## config.mk

```make
export PLATFORM = sky130hd
export DESIGN_NAME = symbolic_mode_string_apply_unit_flat
export DESIGN_NICKNAME = d
export VERILOG_FILES = /design/src/sv/smsa_pkg.sv /design/src/sv/smsa_if.sv /design/src/sv/smsa_parser.sv /design/src/sv/symbolic_mode_string_apply_unit.sv /design/src/flat_wrapper.sv
export SDC_FILE = /design/constraint.sdc
export NUM_CORES = 1
export LEC_CHECK = 0
export ABC_AREA = 1
export BUFFER_PORTS_ARGS = -buffer_cell sky130_fd_sc_hd__buf_2
export CAP_MARGIN = 15
export CELL_PAD_IN_SITES_DETAIL_PLACEMENT = 2
export CELL_PAD_IN_SITES_GLOBAL_PLACEMENT = 2
export CORE_UTILIZATION = 31
export CTS_BUF_LIST = sky130_fd_sc_hd__clkbuf_4 sky130_fd_sc_hd__clkbuf_8 sky130_fd_sc_hd__clkbuf_16
export CTS_CLUSTER_DIAMETER = 200
export DETAILED_ROUTE_END_ITERATION = 10
export HOLD_SLACK_MARGIN = 0.05
export PLACE_DENSITY_LB_ADDON = 0.15
export RECOVER_POWER = 50
export SLEW_MARGIN = 20
export SYNTH_ARGS = -nofsm -noshare
export SYNTH_HDL_FRONTEND = slang
export SYNTH_HIERARCHICAL = 1
export SYNTH_SLANG_ARGS = --single-unit
```

## constraint.sdc

```tcl
create_clock -name i_clk -period 1.85 [get_ports i_clk]
set_input_delay 0.37 -clock i_clk [delete_from_list [all_inputs] [get_ports i_clk]]
set_output_delay 0.37 -clock i_clk [all_outputs]
set_load 0.02 [all_outputs]
```

## src/sv/smsa_pkg.sv

```systemverilog
// Shared types and constants for the symbolic mode string apply unit.
// No dependencies; smsa_parser and the top unit refer to this package by scoped names.
package smsa_pkg;

    // Clause limit per string; must stay within 1..63 to fit the 6-bit count.
    localparam logic [5:0] CLAUSE_LIMIT = 6'd32;
    localparam logic [5:0] COUNT_MAX    = 6'd63;

    // Characters of the mode string.
    localparam logic [7:0] CH_NUL   = 8'h00;
    localparam logic [7:0] CH_COMMA = 8'h2C;
    localparam logic [7:0] CH_PLUS  = 8'h2B;
    localparam logic [7:0] CH_MINUS = 8'h2D;
    localparam logic [7:0] CH_EQUAL = 8'h3D;
    localparam logic [7:0] CH_U     = 8'h75;
    localparam logic [7:0] CH_G     = 8'h67;
    localparam logic [7:0] CH_O     = 8'h6F;
    localparam logic [7:0] CH_A     = 8'h61;
    localparam logic [7:0] CH_R     = 8'h72;
    localparam logic [7:0] CH_W     = 8'h77;
    localparam logic [7:0] CH_X     = 8'h78;
    localparam logic [7:0] CH_S     = 8'h73;
    localparam logic [7:0] CH_T     = 8'h74;

    // Who bits: user, group, other.
    localparam logic [2:0] WHO_NONE = 3'b000;
    localparam logic [2:0] WHO_U    = 3'b100;
    localparam logic [2:0] WHO_G    = 3'b010;
    localparam logic [2:0] WHO_O    = 3'b001;
    localparam logic [2:0] WHO_ALL  = 3'b111;

    // Bits that "=" replaces for each class.
    localparam logic [11:0] MASK_U = 12'o4700;
    localparam logic [11:0] MASK_G = 12'o2070;
    localparam logic [11:0] MASK_O = 12'o0007;
    localparam logic [11:0] STICKY = 12'o1000;

    typedef enum logic [1:0] {
        PH_START = 2'd0,
        PH_WHO   = 2'd1,
        PH_PERM  = 2'd2
    } t_phase;

    typedef enum logic [1:0] {
        OP_NONE = 2'd0,
        OP_ADD  = 2'd1,
        OP_SUB  = 2'd2,
        OP_SET  = 2'd3
    } t_op;

    typedef struct packed {
        logic        emit;
        logic [15:0] new_mode;
        logic        bad_string;
    } t_result;

endpackage

```

## src/sv/smsa_if.sv

```systemverilog
// Valid/ready channel interfaces for the symbolic mode string apply unit.
// Character requests come in on smsa_in_if, mode results leave on smsa_out_if.
interface smsa_in_if;
    logic        valid;
    logic        ready;
    logic        is_first;
    logic [15:0] orig_mode;
    logic [7:0]  ch;

    modport source (output valid, output is_first, output orig_mode, output ch,
                    input ready);
    modport sink   (input valid, input is_first, input orig_mode, input ch,
                    output ready);
endinterface

interface smsa_out_if;
    logic        valid;
    logic        ready;
    logic [15:0] new_mode;
    logic        bad_string;

    modport source (output valid, output new_mode, output bad_string, input ready);
    modport sink   (input valid, input new_mode, input bad_string, output ready);
endinterface

```

## src/sv/smsa_parser.sv

```systemverilog
// Clause parser and mode update: holds the parser state and running mode and
// evaluates one character per step. Depends on smsa_pkg.
module smsa_parser (
    input  logic                  i_clk,
    input  logic                  i_rst_n,
    input  logic                  i_step,
    input  logic                  i_is_first,
    input  logic [15:0]           i_orig_mode,
    input  logic [7:0]            i_ch,
    output smsa_pkg::t_result     o_res
);

    function automatic logic [11:0] perm_bits(input logic [7:0] c, input logic [2:0] w);
        logic [11:0] b;
        b = '0;
        case (c)
            smsa_pkg::CH_R: b = ({12{w[2]}} & 12'o0400) | ({12{w[1]}} & 12'o0040)
                              | ({12{w[0]}} & 12'o0004);
            smsa_pkg::CH_W: b = ({12{w[2]}} & 12'o0200) | ({12{w[1]}} & 12'o0020)
                              | ({12{w[0]}} & 12'o0002);
            smsa_pkg::CH_X: b = ({12{w[2]}} & 12'o0100) | ({12{w[1]}} & 12'o0010)
                              | ({12{w[0]}} & 12'o0001);
            smsa_pkg::CH_S: b = ({12{w[2]}} & 12'o4000) | ({12{w[1]}} & 12'o2000);
            default:        b = smsa_pkg::STICKY;
        endcase
        return b;
    endfunction

    smsa_pkg::t_phase r_phase, n_phase;
    logic [2:0]       r_who,   n_who;
    smsa_pkg::t_op    r_op,    n_op;
    logic [11:0]      r_bits,  n_bits;
    logic [15:0]      r_mode,  n_mode;
    logic [5:0]       r_count, n_count;
    logic             r_failed, n_failed;

    // State as seen by this character, after a possible string restart.
    smsa_pkg::t_phase b_phase;
    logic [2:0]       b_who;
    smsa_pkg::t_op    b_op;
    logic [11:0]      b_bits;
    logic [15:0]      b_mode;
    logic [5:0]       b_count;
    logic             b_failed;

    logic [2:0]  eff_who;
    logic [11:0] who_mask;
    logic [15:0] applied_mode;
    logic [5:0]  applied_count;
    logic [15:0] final_mode;
    logic        fail_at_nul;

    always_comb begin
        b_phase  = i_is_first ? smsa_pkg::PH_START : r_phase;
        b_who    = i_is_first ? smsa_pkg::WHO_NONE : r_who;
        b_op     = i_is_first ? smsa_pkg::OP_NONE  : r_op;
        b_bits   = i_is_first ? 12'd0              : r_bits;
        b_mode   = i_is_first ? i_orig_mode        : r_mode;
        b_count  = i_is_first ? 6'd0               : r_count;
        b_failed = i_is_first ? 1'b0               : r_failed;
    end

    // Effect of closing the current clause.
    always_comb begin
        eff_who  = (b_who != smsa_pkg::WHO_NONE) ? b_who : smsa_pkg::WHO_ALL;
        who_mask = ({12{eff_who[2]}} & smsa_pkg::MASK_U)
                 | ({12{eff_who[1]}} & smsa_pkg::MASK_G)
                 | ({12{eff_who[0]}} & smsa_pkg::MASK_O);
        case (b_op)
            smsa_pkg::OP_ADD: applied_mode = b_mode | {4'd0, b_bits};
            smsa_pkg::OP_SUB: applied_mode = b_mode & ~{4'd0, b_bits};
            smsa_pkg::OP_SET: applied_mode = (b_mode & ~{4'd0, who_mask}) | {4'd0, b_bits};
            default:          applied_mode = b_mode;
        endcase
        applied_count = (b_count != smsa_pkg::COUNT_MAX) ? b_count + 6'd1 : b_count;
        fail_at_nul   = b_failed || (b_phase == smsa_pkg::PH_WHO);
        final_mode    = (!b_failed && b_phase == smsa_pkg::PH_PERM) ? applied_mode : b_mode;
    end

    // Next state.
    always_comb begin
        n_phase  = b_phase;
        n_who    = b_who;
        n_op     = b_op;
        n_bits   = b_bits;
        n_mode   = b_mode;
        n_count  = b_count;
        n_failed = b_failed;
        if (i_ch == smsa_pkg::CH_NUL) begin
            n_phase  = smsa_pkg::PH_START;
            n_who    = smsa_pkg::WHO_NONE;
            n_op     = smsa_pkg::OP_NONE;
            n_bits   = 12'd0;
            n_mode   = fail_at_nul ? 16'd0 : final_mode;
            n_count  = 6'd0;
            n_failed = 1'b0;
        end else if (b_failed) begin
            n_failed = 1'b1;
        end else if (b_phase == smsa_pkg::PH_START && b_count >= smsa_pkg::CLAUSE_LIMIT) begin
            n_failed = 1'b1;
        end else if (b_phase != smsa_pkg::PH_PERM) begin
            if (i_ch inside {smsa_pkg::CH_U, smsa_pkg::CH_G, smsa_pkg::CH_O,
                             smsa_pkg::CH_A}) begin
                n_phase = smsa_pkg::PH_WHO;
                case (i_ch)
                    smsa_pkg::CH_U: n_who = b_who | smsa_pkg::WHO_U;
                    smsa_pkg::CH_G: n_who = b_who | smsa_pkg::WHO_G;
                    smsa_pkg::CH_O: n_who = b_who | smsa_pkg::WHO_O;
                    default:        n_who = smsa_pkg::WHO_ALL;
                endcase
            end else if (i_ch inside {smsa_pkg::CH_PLUS, smsa_pkg::CH_MINUS,
                                      smsa_pkg::CH_EQUAL}) begin
                n_phase = smsa_pkg::PH_PERM;
                case (i_ch)
                    smsa_pkg::CH_PLUS:  n_op = smsa_pkg::OP_ADD;
                    smsa_pkg::CH_MINUS: n_op = smsa_pkg::OP_SUB;
                    default:            n_op = smsa_pkg::OP_SET;
                endcase
            end else begin
                n_failed = 1'b1;
            end
        end else if (i_ch inside {smsa_pkg::CH_R, smsa_pkg::CH_W, smsa_pkg::CH_X,
                                  smsa_pkg::CH_S, smsa_pkg::CH_T}) begin
            n_bits = b_bits | perm_bits(i_ch, eff_who);
        end else if (i_ch == smsa_pkg::CH_COMMA) begin
            n_mode  = applied_mode;
            n_count = applied_count;
            n_phase = smsa_pkg::PH_START;
            n_who   = smsa_pkg::WHO_NONE;
            n_op    = smsa_pkg::OP_NONE;
            n_bits  = 12'd0;
        end else begin
            n_failed = 1'b1;
        end
    end

    // Result for the terminating character.
    always_comb begin
        o_res.emit       = (i_ch == smsa_pkg::CH_NUL);
        o_res.new_mode   = fail_at_nul ? 16'd0 : final_mode;
        o_res.bad_string = fail_at_nul;
    end

    always_ff @(posedge i_clk) begin
        if (!i_rst_n) begin
            r_phase  <= smsa_pkg::PH_START;
            r_who    <= smsa_pkg::WHO_NONE;
            r_op     <= smsa_pkg::OP_NONE;
            r_bits   <= 12'd0;
            r_mode   <= 16'd0;
            r_count  <= 6'd0;
            r_failed <= 1'b0;
        end else if (i_step) begin
            r_phase  <= n_phase;
            r_who    <= n_who;
            r_op     <= n_op;
            r_bits   <= n_bits;
            r_mode   <= n_mode;
            r_count  <= n_count;
            r_failed <= n_failed;
        end
    end

    a_nul_restarts: assert property (@(posedge i_clk) disable iff (!i_rst_n)
        i_step && i_ch == smsa_pkg::CH_NUL |=>
            r_phase == smsa_pkg::PH_START && r_count == 6'd0 && !r_failed)
        else $error("parser not restarted after terminator");

    a_bad_is_zero: assert property (@(posedge i_clk) disable iff (!i_rst_n)
        o_res.emit && o_res.bad_string |-> o_res.new_mode == 16'd0)
        else $error("malformed string reported with nonzero mode");

    a_count_bound: assert property (@(posedge i_clk) disable iff (!i_rst_n)
        r_count <= smsa_pkg::CLAUSE_LIMIT)
        else $error("clause count beyond limit");

endmodule

```

## src/sv/symbolic_mode_string_apply_unit.sv

```systemverilog
// Symbolic mode string apply unit.
// Input channel i_in carries one character request per transfer: ch, plus
// is_first and orig_mode which restart the parser with a new original mode.
// Output channel o_out carries one request per terminating NUL character:
// new_mode (0 when malformed) and bad_string.
// Other characters produce no output; each clause is applied to the running
// mode when its comma or the NUL arrives.
// A NUL in the input register passes through the combinational parser into the
// result register that drives o_out.valid, unless a full result stalls it.
// Throughput: one character per cycle through the parser state registers
// while no NUL waits on a full result. The input stage keeps accepting while
// a result waits on a stalled receiver, until a second NUL reaches the input
// register. When o_out.ready is low the result holds and only a NUL request
// stalls the input side; other characters continue through the parser.
// Reset (i_rst_n low, synchronous) empties both stages and returns the parser
// to clause start with a running mode of zero.
// Depends on smsa_pkg, smsa_if and smsa_parser.
module symbolic_mode_string_apply_unit (
    input  logic       i_clk,
    input  logic       i_rst_n,
    smsa_in_if.sink    i_in,
    smsa_out_if.source o_out
);

    logic        r_in_valid;
    logic        r_in_is_first;
    logic [15:0] r_in_orig_mode;
    logic [7:0]  r_in_ch;

    logic        r_out_valid;
    logic [15:0] r_out_mode;
    logic        r_out_bad;

    smsa_pkg::t_result res;
    logic              out_free;
    logic              advance;

    smsa_parser u_parser (
        .i_clk       (i_clk),
        .i_rst_n     (i_rst_n),
        .i_step      (advance),
        .i_is_first  (r_in_is_first),
        .i_orig_mode (r_in_orig_mode),
        .i_ch        (r_in_ch),
        .o_res       (res)
    );

    assign out_free   = !r_out_valid || o_out.ready;
    assign advance    = r_in_valid && (!res.emit || out_free);
    assign i_in.ready = !r_in_valid || advance;

    assign o_out.valid      = r_out_valid;
    assign o_out.new_mode   = r_out_mode;
    assign o_out.bad_string = r_out_bad;

    always_ff @(posedge i_clk) begin
        if (!i_rst_n) begin
            r_in_valid <= 1'b0;
        end else if (i_in.ready) begin
            r_in_valid <= i_in.valid;
        end
    end

    always_ff @(posedge i_clk) begin
        if (i_in.ready && i_in.valid) begin
            r_in_is_first  <= i_in.is_first;
            r_in_orig_mode <= i_in.orig_mode;
            r_in_ch        <= i_in.ch;
        end
    end

    always_ff @(posedge i_clk) begin
        if (!i_rst_n) begin
            r_out_valid <= 1'b0;
        end else if (advance && res.emit) begin
            r_out_valid <= 1'b1;
        end else if (o_out.ready) begin
            r_out_valid <= 1'b0;
        end
    end

    always_ff @(posedge i_clk) begin
        if (advance && res.emit) begin
            r_out_mode <= res.new_mode;
            r_out_bad  <= res.bad_string;
        end
    end

    a_held_request: assert property (@(posedge i_clk) disable iff (!i_rst_n)
        r_in_valid && !advance |=> r_in_valid && $stable(r_in_ch))
        else $error("stalled request lost from input stage");

    a_result_loaded: assert property (@(posedge i_clk) disable iff (!i_rst_n)
        advance && res.emit |=> r_out_valid)
        else $error("terminator passed without a result");

    a_empty_ready: assert property (@(posedge i_clk) disable iff (!i_rst_n)
        !r_in_valid |-> i_in.ready)
        else $error("empty input stage refuses requests");

endmodule
```

## src/flat_wrapper.sv

```systemverilog
// flat-port wrapper written by rule: the top's interface ports become plain ports
module symbolic_mode_string_apply_unit_flat 
  (i_clk, i_rst_n, i_in_valid, i_in_is_first, i_in_orig_mode, i_in_ch, i_in_ready, o_out_valid, o_out_new_mode, o_out_bad_string, o_out_ready);
  smsa_in_if i_in_i ();
  smsa_out_if o_out_i ();
  input  logic i_clk;
  input  logic i_rst_n;
  input wire logic [$bits(i_in_i.valid)-1:0] i_in_valid;
  input wire logic [$bits(i_in_i.is_first)-1:0] i_in_is_first;
  input wire logic [$bits(i_in_i.orig_mode)-1:0] i_in_orig_mode;
  input wire logic [$bits(i_in_i.ch)-1:0] i_in_ch;
  output wire logic [$bits(i_in_i.ready)-1:0] i_in_ready;
  output wire logic [$bits(o_out_i.valid)-1:0] o_out_valid;
  output wire logic [$bits(o_out_i.new_mode)-1:0] o_out_new_mode;
  output wire logic [$bits(o_out_i.bad_string)-1:0] o_out_bad_string;
  input wire logic [$bits(o_out_i.ready)-1:0] o_out_ready;
  assign i_in_i.valid = i_in_valid;
  assign i_in_i.is_first = i_in_is_first;
  assign i_in_i.orig_mode = i_in_orig_mode;
  assign i_in_i.ch = i_in_ch;
  assign i_in_ready = i_in_i.ready;
  assign o_out_valid = o_out_i.valid;
  assign o_out_new_mode = o_out_i.new_mode;
  assign o_out_bad_string = o_out_i.bad_string;
  assign o_out_i.ready = o_out_ready;
  symbolic_mode_string_apply_unit u_core (.i_clk(i_clk), .i_rst_n(i_rst_n), .i_in(i_in_i), .o_out(o_out_i));
endmodule
```

==> PnR_summary.wiki, run 1 <==
{| class="wikitable"
! Metric !! Value
|-
| Run status || aborted with a tool error
|-
| Last stage reached || global routing
|-
| Error text reported by the tool || [ERROR DPL-0033] detailed placement checks failed during check placement.
|-
| Synth async-reset ratio || 0
|-
| Max Root-Sink Buffers || 2
|-
| Share of the synthesized area in the top cell type || 0.254
|-
| Compound-cell area share of the yosys netlist || 0.176
|-
| Pre-CTS setup slack || -0.608 ns
|-
| Most common cell in the synthesized netlist || sky130_fd_sc_hd__nand2_1
|-
| Dominant register cell in the synthesized netlist || sky130_fd_sc_hd__dfxtp_1
|-
| Cell types with the largest area share after synthesis || sky130_fd_sc_hd__edfxtp_1 25%, sky130_fd_sc_hd__dfxtp_1 18%, sky130_fd_sc_hd__nand2_1 15%
|-
| Starting utilization of the core area || 0.322
|-
| Die outline height || between 100 and 150 um
|-
| Total half-perimeter wirelength after legalization and detailed placement || about 14000 um
|-
| Number of top-level pins || 48
|-
| Mean post-synth cell area || ~7.3 um^2
|-
| EDFF count, synth || 42
|-
| Worst End Pin Type || register data pin
|-
| Number of H-tree levels || 3
|-
| Final Wtd Congestion || approximately 0.81
|-
| Buffer cell driving the clock tree root || sky130_fd_sc_hd__clkbuf_16
|-
| Maximum number of pins on one net before global-route repair || 29
|-
| Main combinational cell family by area after synthesis || simple AND/OR/NAND/NOR gates
|-
| Cell type with the largest total area after synthesis || sky130_fd_sc_hd__edfxtp_1
|-
| Syn Inst Count || roughly 680
|-
| Horizontal die dimension || 129 um
|-
| Fraction of synthesized cell area in xor and xnor cells || 0.00353
|-
| Post-Syn Nets || a little over 700
|-
| Core Rows || 45
|-
| Hold buffers post-CTS || 0
|-
| Yosys Warn Count || 6
|-
| Last worst endpoint in the global-route repair_timing || u_core/u_parser/r_mode[0]$_SDFFE_PN0P_/D
|-
| Proportion of synthesized area in mux cells || 0.00202
|-
| CTS sink cnt || 86
|-
| Share of the yosys chip area belonging to registers || 0.432
|-
| Commonest cells post-synth || 192 x sky130_fd_sc_hd__nand2_1, 85 x sky130_fd_sc_hd__inv_1, 68 x sky130_fd_sc_hd__a21oi_1, 57 x sky130_fd_sc_hd__o21ai_0, 45 x sky130_fd_sc_hd__nor2_1
|-
| Fraction of the mapped netlist area in simple logic gates || 0.280
|-
| Count of input and output buffers || 47
|-
| TritonCTS buffer count || 9
|-
| Post-synthesis adder-cell area fraction || 0.00252
|-
| Antenna violations before repair || 0
|-
| Synthesis-stage register bit count || between 80 and 90
|-
| Number of distinct library cells after synthesis || 42
|-
| Netlist area before placement || around 0.005 mm^2
|}
per-stage QoR:
stage	TNS [ns]	cell area, um^2	util	hold WS [ns]	std cells
2_1_floorplan	-2.53	5030	-	0.445	683
4_1_cts	-4.36	7210	0.468	0.182	1057
3_5_place_dp	-13.32	6180	0.401	0.470	1013
3_3_place_gp	-6.01	6180	0.401	0.453	1013
timing repair:
item | 4_1_cts
pin swaps | 21
gates resized for setup | 110
setup endpoints to repair | 79
gates cloned | 7
buffers inserted | 21
kinds of logic after synthesis:
logic type                 after synthesis
xor gates and xnor gates                 2
DFF                                     86
buffers and inverters                  118
muxes                                    1
adders and majority gates                1
and+or+nand+nor                        316
AOI/OAI and AO/OA                      159
==> run 2: changes to the inputs <==
CELL_PAD_IN_SITES_DETAIL_PLACEMENT = unset   (was 2)
CELL_PAD_IN_SITES_GLOBAL_PLACEMENT = unset   (was 2)
CORE_UTILIZATION = 35   (was 31)
CTS_BUF_LIST = unset   (was sky130_fd_sc_hd__clkbuf_4 sky130_fd_sc_hd__clkbuf_8 sky130_fd_sc_hd__clkbuf_16)
CTS_CLUSTER_DIAMETER = unset   (was 200)
HOLD_SLACK_MARGIN = unset   (was 0.05)
clock period = 2.4 ns   (was 1.85 ns; I/O delays follow)
==> run 2 against run 1 <==
The flow now finishes without violations; synthesized cell count unchanged; synthesized area unchanged.
==> PnR_summary.wiki, run 2 <==
{| class="wikitable"
! Metric !! Value
|-
| Run status || completed
|-
| Dominant register cell in the synthesized netlist || sky130_fd_sc_hd__dfxtp_1
|-
| Drt via density || 5.09
|-
| Total global routing overflow || 0
|-
| Leak pwr || around 2.5 nW
|-
| Cell type with the largest total area after synthesis || sky130_fd_sc_hd__edfxtp_1
|-
| Fraction of the core area covered by cells at the end of the flow || 0.419
|-
| Syn Inst Count || about 700
|-
| Bufs and invs on worst path || 4
|-
| Cell types with the largest area share after synthesis || sky130_fd_sc_hd__edfxtp_1 25%, sky130_fd_sc_hd__dfxtp_1 18%, sky130_fd_sc_hd__nand2_1 15%
|-
| Area growth syn-to-layout || 17.1%
|-
| Aggregate routed wire length || approximately 14000 um
|-
| Cell Chain, Critical Path || nor2_2 > inv_1 > nor3_1 > nand3_1 > inv_1 > buf_4 > nand4_4 > buf_6
|-
| Compound-cell area share of the yosys netlist || 0.176
|-
| Clock-pin slew on the worst setup and hold paths || 0.07 ns
|-
| Number of setup violations in the final report || 0
|-
| Commonest cells post-synth || 192 x sky130_fd_sc_hd__nand2_1, 85 x sky130_fd_sc_hd__inv_1, 68 x sky130_fd_sc_hd__a21oi_1, 57 x sky130_fd_sc_hd__o21ai_0, 45 x sky130_fd_sc_hd__nor2_1
|-
| Total half-perimeter wirelength after legalization and detailed placement || ~9800 um
|-
| Number of distinct library cells after synthesis || 42
|-
| Final Hold Viols || 0
|-
| Number of top-level pins || 48
|-
| Starting utilization of the core area || 0.357
|-
| Worst slew slack as a fraction of its limit || 0.550
|-
| Gr usage total || 0.203
|-
| Maximum number of pins on one net before global-route repair || 37
|-
| Category of the critical setup timing path || register to output pin
|-
| Skew-Pair Late Insertion Delay || 0.35 ns
|-
| Fin crit share || 0.954
|-
| Worst-case setup margin in the final layout || around 0.11 ns
|-
| Core Rows || 43
|-
| Die outline height || around 120 um
|-
| Dominant cell type by count on the critical path || sky130_fd_sc_hd__inv_1
|-
| Tightest Hold Check Type || primary input to register
|-
| Horizontal die dimension || around 120 um
|-
| Pwr dens || 600 mW/mm^2
|-
| Number of H-tree levels || 3
|-
| Combinational share of power || 0.119
|-
| Share of the synthesized area in the top cell type || 0.254
|-
| Highest-count cells in the layout ignoring fill and taps || 192 x sky130_fd_sc_hd__nand2_1, 85 x sky130_fd_sc_hd__inv_1, 68 x sky130_fd_sc_hd__a21oi_1
|-
| Antenna violations before repair || 0
|-
| First-pass DRT Iterations || 5
|-
| Number of remaining DRC errors || 0
|-
| TritonCTS clock tree || done
|-
| Commonest non-fill, non-tap cell in the layout || sky130_fd_sc_hd__nand2_1
|-
| CTS sink cnt || 86
|-
| Instance count along the most critical hold path || 1
|-
| Most common cell in the synthesized netlist || sky130_fd_sc_hd__nand2_1
|-
| Family with the most delay on the worst path || simple AND/OR/NAND/NOR gates
|-
| Max-slew violation count || 0
|-
| Pre-CTS setup slack || 0.0413 ns
|-
| Count of nets after finishing || 774
|-
| Fraction of synthesized cell area in xor and xnor cells || 0.00353
|-
| Routed WL per cell || about 15 um
|-
| Proportion of layout cells with a drive suffix above 1 || 0.151
|-
| First-pass GRT wire length || between 20000 and 25000 um
|-
| Max Root-Sink Buffers || 2
|-
| Clock network fraction of design power || 0.411
|-
| Req. time, crit path || roughly 1.9 ns
|-
| Netlist area before placement || around 0.005 mm^2
|-
| Synthesis-stage register bit count || 86
|-
| Total die area || ~0.015 mm^2
|-
| Internal power of the cells || between 2 and 3 mW
|-
| Post-Syn Nets || 713
|-
| Via count of the first global-routing pass || between 4000 and 5000
|-
| Final Wtd Congestion || approximately 0.92
|-
| Element type at the critical path start || register
|-
| Worst R2R Path Depth || 11
|-
| Clock period minus final worst setup slack || 2.29 ns
|-
| Sw Ratio || 0.264
|-
| Vias post-DR || between 4000 and 5000
|-
| TritonCTS buffer count || 9
|-
| EDFF count, synth || 42
|-
| Worst path max stage delay || between 0.4 and 0.5 ns
|-
| Total power draw || between 3 and 4 mW
|-
| Antenna Cells || 0
|-
| Master of the slowest instance on the critical path || sky130_fd_sc_hd__edfxtp_1
|-
| Worst-Margin Slew || 0.675 ns
|-
| Worst Path Max Fanout || 3
|-
| Share of the yosys chip area belonging to registers || 0.432
|-
| Post-route worst hold slack || 0.295 ns
|-
| Main combinational cell family by area after synthesis || simple AND/OR/NAND/NOR gates
|-
| Post-synthesis adder-cell area fraction || 0.00252
|-
| Proportion of synthesized area in mux cells || 0.00202
|-
| Initial DRC count || approximately 340
|-
| Placeable core region || 0.0139 mm^2
|-
| Fmax achieved || approximately 440 MHz
|-
| Number of maximum-capacitance constraint violations || 0
|-
| Final antenna-violating net count || 0
|-
| Critical Path AT || approximately 1.8 ns
|-
| Synth async-reset ratio || 0
|-
| Max VDD drop || 0.386 mV
|-
| Type of destination of the critical path || output pin
|-
| Crit. path cell count || 8
|-
| Fraction of the mapped netlist area in simple logic gates || 0.280
|-
| Mean post-synth cell area || 7.27 um^2
|-
| Yosys Warn Count || 6
|-
| Sequential fraction of design power || 0.470
|-
| Worst-case clock skew || 0.0120 ns
|-
| Net switching power of the design || 920 uW
|-
| Buffer cell driving the clock tree root || sky130_fd_sc_hd__clkbuf_16
|-
| Count of input and output buffers || between 40 and 50
|}
## run 2: worst reg2reg max path, stage by stage (launching register included)
cell                       delay [ns]
sky130_fd_sc_hd__edfxtp_1        0.48
sky130_fd_sc_hd__inv_6           0.24
sky130_fd_sc_hd__nand2_1         0.16
sky130_fd_sc_hd__a21oi_1         0.46
sky130_fd_sc_hd__a21oi_1         0.23
sky130_fd_sc_hd__o21ai_0         0.14
sky130_fd_sc_hd__nand2_1         0.09
sky130_fd_sc_hd__nand3_1         0.09
sky130_fd_sc_hd__nand3_1         0.08
sky130_fd_sc_hd__nand3_1         0.11
sky130_fd_sc_hd__nand2_1         0.05
sky130_fd_sc_hd__inv_1           0.04
## run 2: cell families (layout without fill, tap and decap cells)
family,count (synthesis),in the layout
multiplexers,1,1
flip-flops,86,86
AND/OR/NAND/NOR,316,316
buffers and inverters,118,184
adder cells (fa/ha/maj),1,1
AO/OA/AOI/OAI,159,159
XOR/XNOR,2,2
## run 2: worst paths after layout
path	startpoint	end	slack, ns
setup / recovery	u_core/r_in_ch[7]	i_in_ready	0.11
hold / removal	i_in_orig_mode[1]	u_core/r_in_orig_mode[1]	0.30
setup reg to reg	u_core/r_in_is_first	u_core/u_parser/r_mode[1]	0.18
hold reg to reg	u_core/u_parser/r_count[0]	u_core/u_parser/r_count[0]	0.47
## run 2: cell type report
class | instances | area, um^2
fill | 1475 | 8070
multi-input combinational | 479 | 2320
sequential | 86 | 2140
timing repair buffer | 77 | 475
inverter | 91 | 352
clock buffer | 10 | 229
tap | 180 | 225
clock inverter | 6 | 71.3
## run 2: layer usage
layer	up-vias	routed length, um	global-route usage
met5	-	0	0
met3	17	874	0.0301
met2	143	6410	0.323
met1	2195	6560	0.277
met4	0	246	0.0795
li1	2378	-	-
## run 2: what timing repair did
action / in CTS / in global routing
setup endpoints to repair: 1 / 32
pin swaps: 0 / 2
hold buffers: 0 / 0
buffers inserted: 0 / 9
resized for setup: 1 / 4
## run 2: power groups by stage
| stage | Sequential [mW] | Combinational, mW | Clock (mW) |
|---|---|---|---|
| 6_report | 1.64 | 0.416 | 1.43 |
| 3_5_place_dp | 1.67 | 0.404 | 0 |
| 5_1_grt | 1.64 | 0.466 | 1.52 |
| 3_3_place_gp | 1.67 | 0.398 | 0 |
| 2_1_floorplan | 1.66 | 0.284 | 0 |
| 4_1_cts | 1.64 | 0.407 | 1.47 |
## run 2: stage by stage
stage,std cells,TNS (ns),cell area (um^2)
global route,929,-0.0276,5810
floorplan,683,0,4960
global placement,904,0,5440
detailed placement,904,0,5440
finish,929,0,5810
CTS,920,0,5740
Note: power is estimated with default switching activity, not from simulation.
